**config.mk**
```make
export PLATFORM = sky130hd
export DESIGN_NAME = spq_cell
export DESIGN_NICKNAME = d
export VERILOG_FILES = /design/src/rtl/spq_pkg.sv /design/src/rtl/spq_cell.sv
export SDC_FILE = /design/constraint.sdc
export NUM_CORES = 1
export LEC_CHECK = 0
export ABC_AREA = 1
export BUFFER_PORTS_ARGS = -buffer_cell sky130_fd_sc_hd__buf_2
export CAP_MARGIN = 20
export CORE_UTILIZATION = 30
export CTS_BUF_LIST = sky130_fd_sc_hd__clkbuf_4
export DETAILED_ROUTE_END_ITERATION = 12
export GPL_TIMING_DRIVEN = 1
export PLACE_DENSITY = 0.64
export SYNTH_ARGS = -nofsm -noshare
export SYNTH_HDL_FRONTEND = slang
export SYNTH_SLANG_ARGS = --single-unit
```
**constraint.sdc**
```tcl
create_clock -name clk_i -period 5.9 [get_ports clk_i]
set_input_delay 0.295 -clock clk_i [delete_from_list [all_inputs] [get_ports clk_i]]
set_output_delay 0.295 -clock clk_i [all_outputs]
set_load 0.02 [all_outputs]
```
**src/rtl/spq_pkg.sv**
```systemverilog
`timescale 1ns / 1ps
// ----------------------------------------------------------------------------
// spq_pkg: sorted priority queue package
// Shared widths, codes and the per-cycle operation broadcast to the cells.
// ----------------------------------------------------------------------------
package spq_pkg;

  localparam int unsigned PRIO_W      = 64;
  localparam int unsigned PAYLOAD_W   = 32;
  localparam int unsigned COUNT_W     = 7;
  localparam int unsigned ACTION_W    = 2;
  localparam int unsigned STATUS_W    = 2;

  typedef enum logic [ACTION_W-1:0] {
    ACT_PUSH   = 2'd0,
    ACT_POP    = 2'd1,
    ACT_PEEK   = 2'd2,
    ACT_IGNORE = 2'd3
  } action_e;

  typedef enum logic [STATUS_W-1:0] {
    ST_OK    = 2'd0,
    ST_FULL  = 2'd1,
    ST_EMPTY = 2'd2
  } status_e;

  typedef struct packed {
    logic              push;
    logic              pop;
    logic [PRIO_W-1:0] key;
  } cell_op_t;

endpackage

```
**src/rtl/spq_cell.sv**
```systemverilog
`timescale 1ns / 1ps
// ----------------------------------------------------------------------------
// spq_cell: one slot of the sorted chain
// Holds one entry; on push it keeps, loads the new entry or takes its left
// neighbor; on pop it takes its right neighbor.
// ----------------------------------------------------------------------------
module spq_cell
  import spq_pkg::*;
#(
  parameter int unsigned PAYLOAD_BITS = 32,
  parameter bit          IS_HEAD      = 1'b0
) (
  input  logic                    clk_i,
  input  logic                    rst_ni,
  input  cell_op_t                op_i,
  input  logic [PAYLOAD_BITS-1:0] data_i,
  input  logic                    left_go_i,
  input  logic                    left_valid_i,
  input  logic [PRIO_W-1:0]       left_prio_i,
  input  logic [PAYLOAD_BITS-1:0] left_payload_i,
  input  logic                    right_valid_i,
  input  logic [PRIO_W-1:0]       right_prio_i,
  input  logic [PAYLOAD_BITS-1:0] right_payload_i,
  output logic                    go_o,
  output logic                    valid_o,
  output logic [PRIO_W-1:0]       prio_o,
  output logic [PAYLOAD_BITS-1:0] payload_o
);

  logic                    valid_q, valid_d;
  logic [PRIO_W-1:0]       prio_q, prio_d;
  logic [PAYLOAD_BITS-1:0] payload_q, payload_d;
  logic                    key_wins;

  // head yields only to a strictly higher key; later slots also on a tie
  always_comb begin
    if (IS_HEAD) begin
      key_wins = $signed(op_i.key) > $signed(prio_q);
    end else begin
      key_wins = $signed(op_i.key) >= $signed(prio_q);
    end
  end

  assign go_o = !valid_q || key_wins;

  always_comb begin
    valid_d   = valid_q;
    prio_d    = prio_q;
    payload_d = payload_q;
    if (op_i.push && go_o) begin
      if (IS_HEAD || !left_go_i) begin
        valid_d   = 1'b1;
        prio_d    = op_i.key;
        payload_d = data_i;
      end else begin
        valid_d   = left_valid_i;
        prio_d    = left_prio_i;
        payload_d = left_payload_i;
      end
    end else if (op_i.pop) begin
      valid_d   = right_valid_i;
      prio_d    = right_prio_i;
      payload_d = right_payload_i;
    end
  end

  always_ff @(posedge clk_i or negedge rst_ni) begin
    if (!rst_ni) begin
      valid_q <= 1'b0;
    end else begin
      valid_q <= valid_d;
    end
  end

  always_ff @(posedge clk_i) begin
    prio_q    <= prio_d;
    payload_q <= payload_d;
  end

  assign valid_o   = valid_q;
  assign prio_o    = prio_q;
  assign payload_o = payload_q;

endmodule

```
==> metrics.md, run 1 <==
| Metric | Value |
|---|---|
| Total GRT Usage | 17.6% |
| Power per cell area | 303 mW/mm2 |
| Post-synth top flop | edfxtp_1 |
| Clock Tree Buf Depth | 2 |
| WL final | 21.1 mm |
| Max Fclk | ~250 MHz |
| RSZ-0062 raised after global routing | false |
| Max-cap violations | 0 |
| Max_slew headroom | approximately 37% |
| Switching pwr | 1170 uW |
| Pins Over Slew Limit | 0 |
| Setup crit start kind | register |
| IO Pins | between 300 and 400 |
| Netlist cell types | 26 |
| Worst hold path class | in -> reg |
| CP max stage delay | 0.71 ns |
| Top cells by count, synth | nand2_1, edfxtp_1, mux2i_1 |
| Top Layer Used | met5 |
| Worst Reg2Reg Path Length in Cells | 13 |
| Tcrit/Tclk final | 68.2% |
| Top cell type's share of synthesized area | 41.4% |
| Total gr overflow | 0 |
| Hold WS | 0.0683 ns |
| Number of cell rows | 55 |
| EDFF count, synth | 96 |
| TritonCTS clock tree | built |
| Fin cells | 1378 |
| Initial core utilization | 30.7% |
| Max Clock Skew | 0.0419 ns |
| Clk pwr share | between 10% and 20% |
| Initial DRT Pass Iterations | 4 |
| Hold Crit Depth | 3 |
| Vias post-DR | 6286 |
| Logic pwr share | 46.3% |
| Number of synthesized register bits | 97 |
| Layout cells sized above 1 | 43.9% |
| Critical Setup Path Class | reg -> reg |
| Worst-path cell chain | inv_1, ha_1, a21oi_1, o21ai_0, nor2_1, nand2_1, a21oi_1, nand2_1, nand2_1, nand3_4, nand2_8, buf_4, o21ai_0 |
| Vias/cell | between 4 and 5 |
| Post-Route Setup TNS | 0 ns |
| Detailed Place HPWL | 17.4 mm |
| Synth-to-Final Area Change | 33.1% |
| Cells after Synth | 709 |
| Placed Cells | approximately 1400 |
| Sw Share | a little over two fifths |
| Core area | approximately 0.023 mm2 |
| WL per Instance | 15.3 um |
| Clk root buf | clkbuf_4 |
| Count leader, synth | nand2_1 |
| Iteration-0 DRC Markers | 280 |
| Peak supply drop | 168 uV |
| Syn nets | 1068 |
| Global-route wire length before repair | 32.2 mm |
| Die Ht | about 150 um |
| Final setup viols | 0 |
| Final Wtd Congestion | 0.805 |
| Total CTS buffers | 9 |
| Seq/Total Area, Yosys | 41.7% |
| Share of synthesized registers carrying an async set or reset | 1.03% |
| Nets@finish | 1445 |
| Synth top area cells | edfxtp_1, mux2i_1, ha_1 |
| Syn avg cell area | 9.83 um2 |
| Vias in the first global route | 6205 |
| Critical path fanouts, max | 139 |
| Post-DRT Antenna Nets | 0 |
| Die ar. | 0.0238 mm2 |
| Leak | 0.00490 uW |
| Worst Path Required | 6.09 ns |
| CTS Sinks | 97 |
| Die Wd | 154 um |
| DRC errors left | 0 |
| Area leader, netlist | edfxtp_1 |
| Routed wl met3 | 1.34 mm |
| Yosys warns | 0 |
| Htree depth | 3 |
| Cell mode on critical path | nand2_1 |
| Worst Tran Pin Value | 0.939 ns |
| P_int | between 1500 and 2000 uW |
| Initial antenna violation count | 3 |
| Clk_lat worst skew | 0.48 ns |
| Metal-1 WL | 8.77 mm |
| Largest net degree at the start of global routing | between 100 and 150 |
| Tot Pwr | approximately 2800 uW |
| Crit path capture type | register |
| Clock-pin slew on the worst setup and hold paths | ~0.18 ns |
| Count of input and output buffers | about 390 |
| Status | finished clean |
| WP data arrival | 4.21 ns |
| Cell Area, Synth | ~0.0070 mm2 |
| Tmin final | just over 4 ns |
| DR WL met2 | 10.5 mm |
| # fillers | 2296 |
| Final Hold Fails | 0 |
| Sequential fraction of design power | a little under two fifths |
| Critical path's slowest cell | buf_4 |
-- registers in the layout, summed over array words and instances (netlist names) --
signal and flops:
payload_o 32, prio_o 64, valid_o 1
-- cells by family after synthesis --
group,synth area share (%)
and+or+nand+nor,11.7
AOI/OAI and AO/OA,13.6
buffers and inverters,7.86
DFF,41.7
muxes,13.6
adders and majority gates,11.5
-- per-stage QoR --
| stage | instance area (um2) | utilization [%] | setup WS (ns) |
|---|---|---|---|
| after floorplan | 6970 | - | 1.45 |
| after global placement | 9090 | 40.0 | 1.79 |
| after detailed placement | 9090 | 40.0 | 1.75 |
| after CTS | 9280 | 40.8 | 1.75 |
| after global routing | 9280 | 40.9 | 1.50 |
| final | 9280 | 40.9 | 1.88 |
-- final timing paths --
path	from	to	slack, ns
worst min-delay path	right_prio_i[13]	prio_o[13]$_DFFE_PP_	0.07
worst min register to register	valid_o$_DFFE_PN0P_	valid_o$_DFFE_PN0P_	0.58
max in group asynchronous	rst_ni	valid_o$_DFFE_PN0P_	5.68
worst max-delay path	prio_o[63]$_DFFE_PP_	prio_o[63]$_DFFE_PP_	1.88
min in group asynchronous	rst_ni	valid_o$_DFFE_PN0P_	0.14
worst max register to register	prio_o[63]$_DFFE_PP_	prio_o[63]$_DFFE_PP_	1.88
-- timing repair --
action	CTS	global route
resized for setup	0	0
setup buffers	0	0
hold endpoints to repair	1	0
hold buffers	1	0
-- power groups by stage --
stage               clock [uW]  combinational, uW  sequential [uW]
finish                     433               1300             1080
global route               475               1450             1100
CTS                        456               1320             1080
detailed placement           0               1320             1100
global placement             0               1310             1090
floorplan                    0                670             1330
-- worst max-delay path: cells and delay by family, from the launching register on --
family / cells / cell delay [ns]
and+or+nand+nor: 6 / 1.12
adders and majority gates: 1 / 0.41
buffers and inverters: 2 / 0.75
DFF: 1 / 0.37
AOI/OAI and AO/OA: 4 / 0.94
-- layout by cell type, fill, tap and decap left out --
master | Yosys | layout
buf_2 | 3 | 391
nand2_1 | 170 | 169
edfxtp_1 | 96 | 96
mux2i_1 | 95 | 95
inv_1 | 78 | 78
ha_1 | 64 | 64
o21ai_2 | 60 | 60
a21oi_1 | 31 | 31
o21ai_1 | 28 | 28
nor2_1 | 17 | 17
o21ai_0 | 15 | 15
clkbuf_4 | 0 | 10
buf_4 | 0 | 6
o21a_1 | 5 | 5
nand3_1 | 4 | 4
nand4_1 | 4 | 4
diode_2 | 0 | 2
inv_6 | 0 | 2
bufinv_16 | 0 | 2
nand2_4 | 1 | 1
a21o_1 | 1 | 1
nor4_2 | 1 | 1
nor3_2 | 1 | 1
and3_1 | 1 | 1
clkinv_1 | 1 | 1
o21bai_1 | 1 | 1
nand3_2 | 1 | 1
nand3_4 | 1 | 1
nand2_8 | 0 | 1
inv_8 | 0 | 1
clkinvlp_4 | 0 | 1
dlygate4sd3_1 | 0 | 1
dfrtp_1 | 1 | 1
-- routing by layer --
metal	global-route usage (%)	vias to the layer above
li1	-	3206
met1	20.2	2800
met2	31.9	249
met3	3.81	29
met4	6.36	2
met5	0	-
-- cell type report --
class / instances / area [um2] / area share [%]
timing repair buffer: 398 / 2010 / 21.7
sequential: 97 / 2910 / 31.3
multi-input combinational: 501 / 3530 / 38.0
clock buffer: 10 / 75.1 / 0.809
antenna: 2 / 5.00 / 0.0539
inverter: 79 / 297 / 3.20
tap: 285 / 357 / 3.84
clock inverter: 6 / 96.3 / 1.04
(Power assumes the default switching activity.)
==> inputs of run 2 (changes only) <==
Clock period 5.9 ns to 4.18 ns, I/O delays scaled along.
==> metrics.md, run 2 (same netlist as run 1, synthesis figures left out) <==
| Metric | Value |
|---|---|
| Status | finished clean (unchanged) |
| Final Hold Fails | 0 (unchanged) |
| Critical path fanouts, max | 75 (was 139) |
| IO Pins | 393 (unchanged) |
| Core area | 0.0227 mm2 (unchanged) |
| Die Ht | 154 um (unchanged) |
| Vias in the first global route | 6670 (was 6205) |
| Detailed Place HPWL | 17.8 mm (was 17.4 mm) |
| Post-DRT Antenna Nets | 0 (unchanged) |
| Clk_lat worst skew | 0.48 ns (about the same) |
| Nets@finish | 1543 (was 1445) |
| Pins Over Slew Limit | 0 (unchanged) |
| P_int | 2320 uW (was 1640 uW) |
| Peak supply drop | 217 uV (was 168 uV) |
| Global-route wire length before repair | 34.3 mm (was 32.2 mm) |
| Initial antenna violation count | 2 (was 3) |
| Initial DRT Pass Iterations | 4 (unchanged) |
| Post-CTS Resized | 0 (unchanged) |
| Most frequent cells in the layout | buf_2, nand2_1, dlygate4sd3_1, edfxtp_1, mux2i_1 (was buf_2, nand2_1, edfxtp_1) |
| Max_slew headroom | 36.6% (was 37.4%) |
| WL per Instance | 15.4 um (was 15.3 um) |
| Vias post-DR | 6688 (was 6286) |
| Commonest non-fill, non-tap cell in the layout | buf_2 (unchanged) |
| Die Wd | 154 um (unchanged) |
| Power per cell area | 392 mW/mm2 (was 303 mW/mm2) |
| TritonCTS clock tree | built (unchanged) |
| WL final | 22.7 mm (was 21.1 mm) |
| CTS Sinks | 97 (unchanged) |
| Total CTS buffers | 9 (unchanged) |
| Htree depth | 3 (unchanged) |
| Critical Setup Path Class | reg -> reg (unchanged) |
| Fin cells | 1475 (was 1378) |
| # fillers | 2198 (was 2296) |
| Iteration-0 DRC Markers | 315 (was 280) |
| Crit path capture type | register (unchanged) |
| Worst hold path class | in -> reg (unchanged) |
| Synth-to-Final Area Change | 47.1% (was 33.1%) |
| Placed Cells | 1362 (was 1359) |
| Tcrit/Tclk final | 85.2% (was 68.2%) |
| Post-Route Setup TNS | 0 ns (unchanged) |
| Sw Share | 42.2% (was 41.7%) |
| Sequential fraction of design power | 37.8% (was 38.4%) |
| Max FFs per register | 64 (unchanged) |
| Worst Path Required | 4.56 ns (was 6.09 ns) |
| Vias/cell | 4.53 (was 4.56) |
| Layout cells sized above 1 | 40.5% (was 43.9%) |
| Max Clock Skew | 0.0235 ns (was 0.0419 ns) |
| Setup crit start kind | register (unchanged) |
| Total GRT Usage | 18.7% (was 17.6%) |
| Largest net degree at the start of global routing | 76 (was 140) |
| DRC errors left | 0 (unchanged) |
| Final setup viols | 0 (unchanged) |
| Count of input and output buffers | 392 (unchanged) |
| RSZ-0062 raised after global routing | false (unchanged) |
| Switching pwr | 1700 uW (was 1170 uW) |
| Logic pwr share | 48.2% (was 46.3%) |
| Die ar. | 0.0238 mm2 (unchanged) |
| Clock-pin slew on the worst setup and hold paths | 0.16 ns (was 0.18 ns) |
| Max-cap violations | 0 (unchanged) |
| Clock Tree Buf Depth | 2 (unchanged) |
| Number of cell rows | 55 (unchanged) |
| Max Fclk | 281 MHz (was 249 MHz) |
| Final core occ | 45.2% (was 40.9%) |
| Clk root buf | clkbuf_4 (unchanged) |
| Leak | 0.00531 uW (was 0.00490 uW) |
| WP data arrival | 3.94 ns (was 4.21 ns) |
| Tmin final | 3.56 ns (was 4.02 ns) |
| Total gr overflow | 0 (unchanged) |
| Initial core utilization | 30.7% (unchanged) |
| Final Wtd Congestion | 0.852 (was 0.805) |
| Clk pwr share | 14.0% (was 15.4%) |
| Worst Tran Pin Value | 0.951 ns (was 0.939 ns) |
==> run 2: cell count changes in the layout (fill, tap and decap cells not counted), sizes merged <==
cell / change
dlygate4sd3: +95
inv: +1
buf: +3
clkinv: +1
bufinv: -1
clkbuf: -1
diode: -1
==> run 2: worst max-delay path, cell delays in order (launching register included) <==
cell	delay [ns]
edfxtp_1	0.38
inv_1	0.05
ha_1	0.38
a21oi_1	0.26
o21ai_0	0.14
nor2_1	0.11
nand2_1	0.08
a21oi_1	0.26
nand2_1	0.09
nand2_1	0.10
nand3_4	0.11
nand2_8	0.35
buf_12	0.35
nand2_1	0.09
nand2_1	0.07
nand2_1	0.04
dlygate4sd3_1	0.54
==> run 2: worst paths after layout <==
path / from / endpoint / slack [ns] / depth (start not counted)
setup / recovery: prio_o[63]$_DFFE_PP_ / valid_o$_DFFE_PN0P_ / 0.62 / 16
hold / removal: right_prio_i[4] / prio_o[4]$_DFFE_PP_ / 0.06 / 3
setup reg to reg: prio_o[63]$_DFFE_PP_ / valid_o$_DFFE_PN0P_ / 0.62 / 16
hold reg to reg: valid_o$_DFFE_PN0P_ / valid_o$_DFFE_PN0P_ / 1.13 / 3
max in group asynchronous: rst_ni / valid_o$_DFFE_PN0P_ / 3.51 / 3
min in group asynchronous: rst_ni / valid_o$_DFFE_PN0P_ / 0.57 / 3
==> run 2: final cells by class <==
class	count	area [um2]	area share (%)
Tap cell	285	357	3.48
Clock inverter	7	83.8	0.817
Multi-Input combinational cell	501	3530	34.4
Clock buffer	9	67.6	0.659
Timing Repair Buffer	496	3010	29.4
Inverter	79	297	2.89
Antenna cell	1	2.50	0.0244
Sequential cell	97	2910	28.4
==> run 2: what timing repair did <==
item / 4_1_cts / 5_1_grt
hold endpoints to repair: 93 / 0
setup buffers: 0 / 0
hold buffers: 96 / 0
==> run 2: power by group through the flow <==
| stage | logic, uW | registers, uW | clock network [uW] |
|---|---|---|---|
| after global routing | 2150 | 1560 | 639 |
| after global placement | 1860 | 1540 | 0 |
| after detailed placement | 1880 | 1550 | 0 |
| final | 1940 | 1520 | 562 |
| after CTS | 1960 | 1530 | 606 |
| after floorplan | 947 | 1870 | 0 |
==> run 2: layer usage <==
| metal | global-route usage [%] | wire length [um] | part of all wire [%] | up-vias |
|---|---|---|---|---|
| met5 | 0 | 11 | 0.048 | - |
| met1 | 20.7 | 8970 | 39 | 3003 |
| met2 | 34.9 | 11600 | 51 | 253 |
| met4 | 5.61 | 439 | 1.9 | 2 |
| met3 | 4.82 | 1660 | 7.3 | 27 |
| li1 | - | - | - | 3403 |
==> run 2: metrics by stage <==
stage | hold slack (ns) | instance area (um2) | setup WS, ns | power (uW)
6_report | 0.0584 | 10300 | 0.619 | 4020
5_1_grt | 0.00230 | 10300 | 0.252 | 4340
4_1_cts | 0.00746 | 10300 | 0.450 | 4100
3_5_place_dp | -0.0138 | 9140 | 0.729 | 3430
3_3_place_gp | -0.0148 | 9140 | 0.798 | 3400
2_1_floorplan | -0.0866 | 6970 | 0.681 | 2820
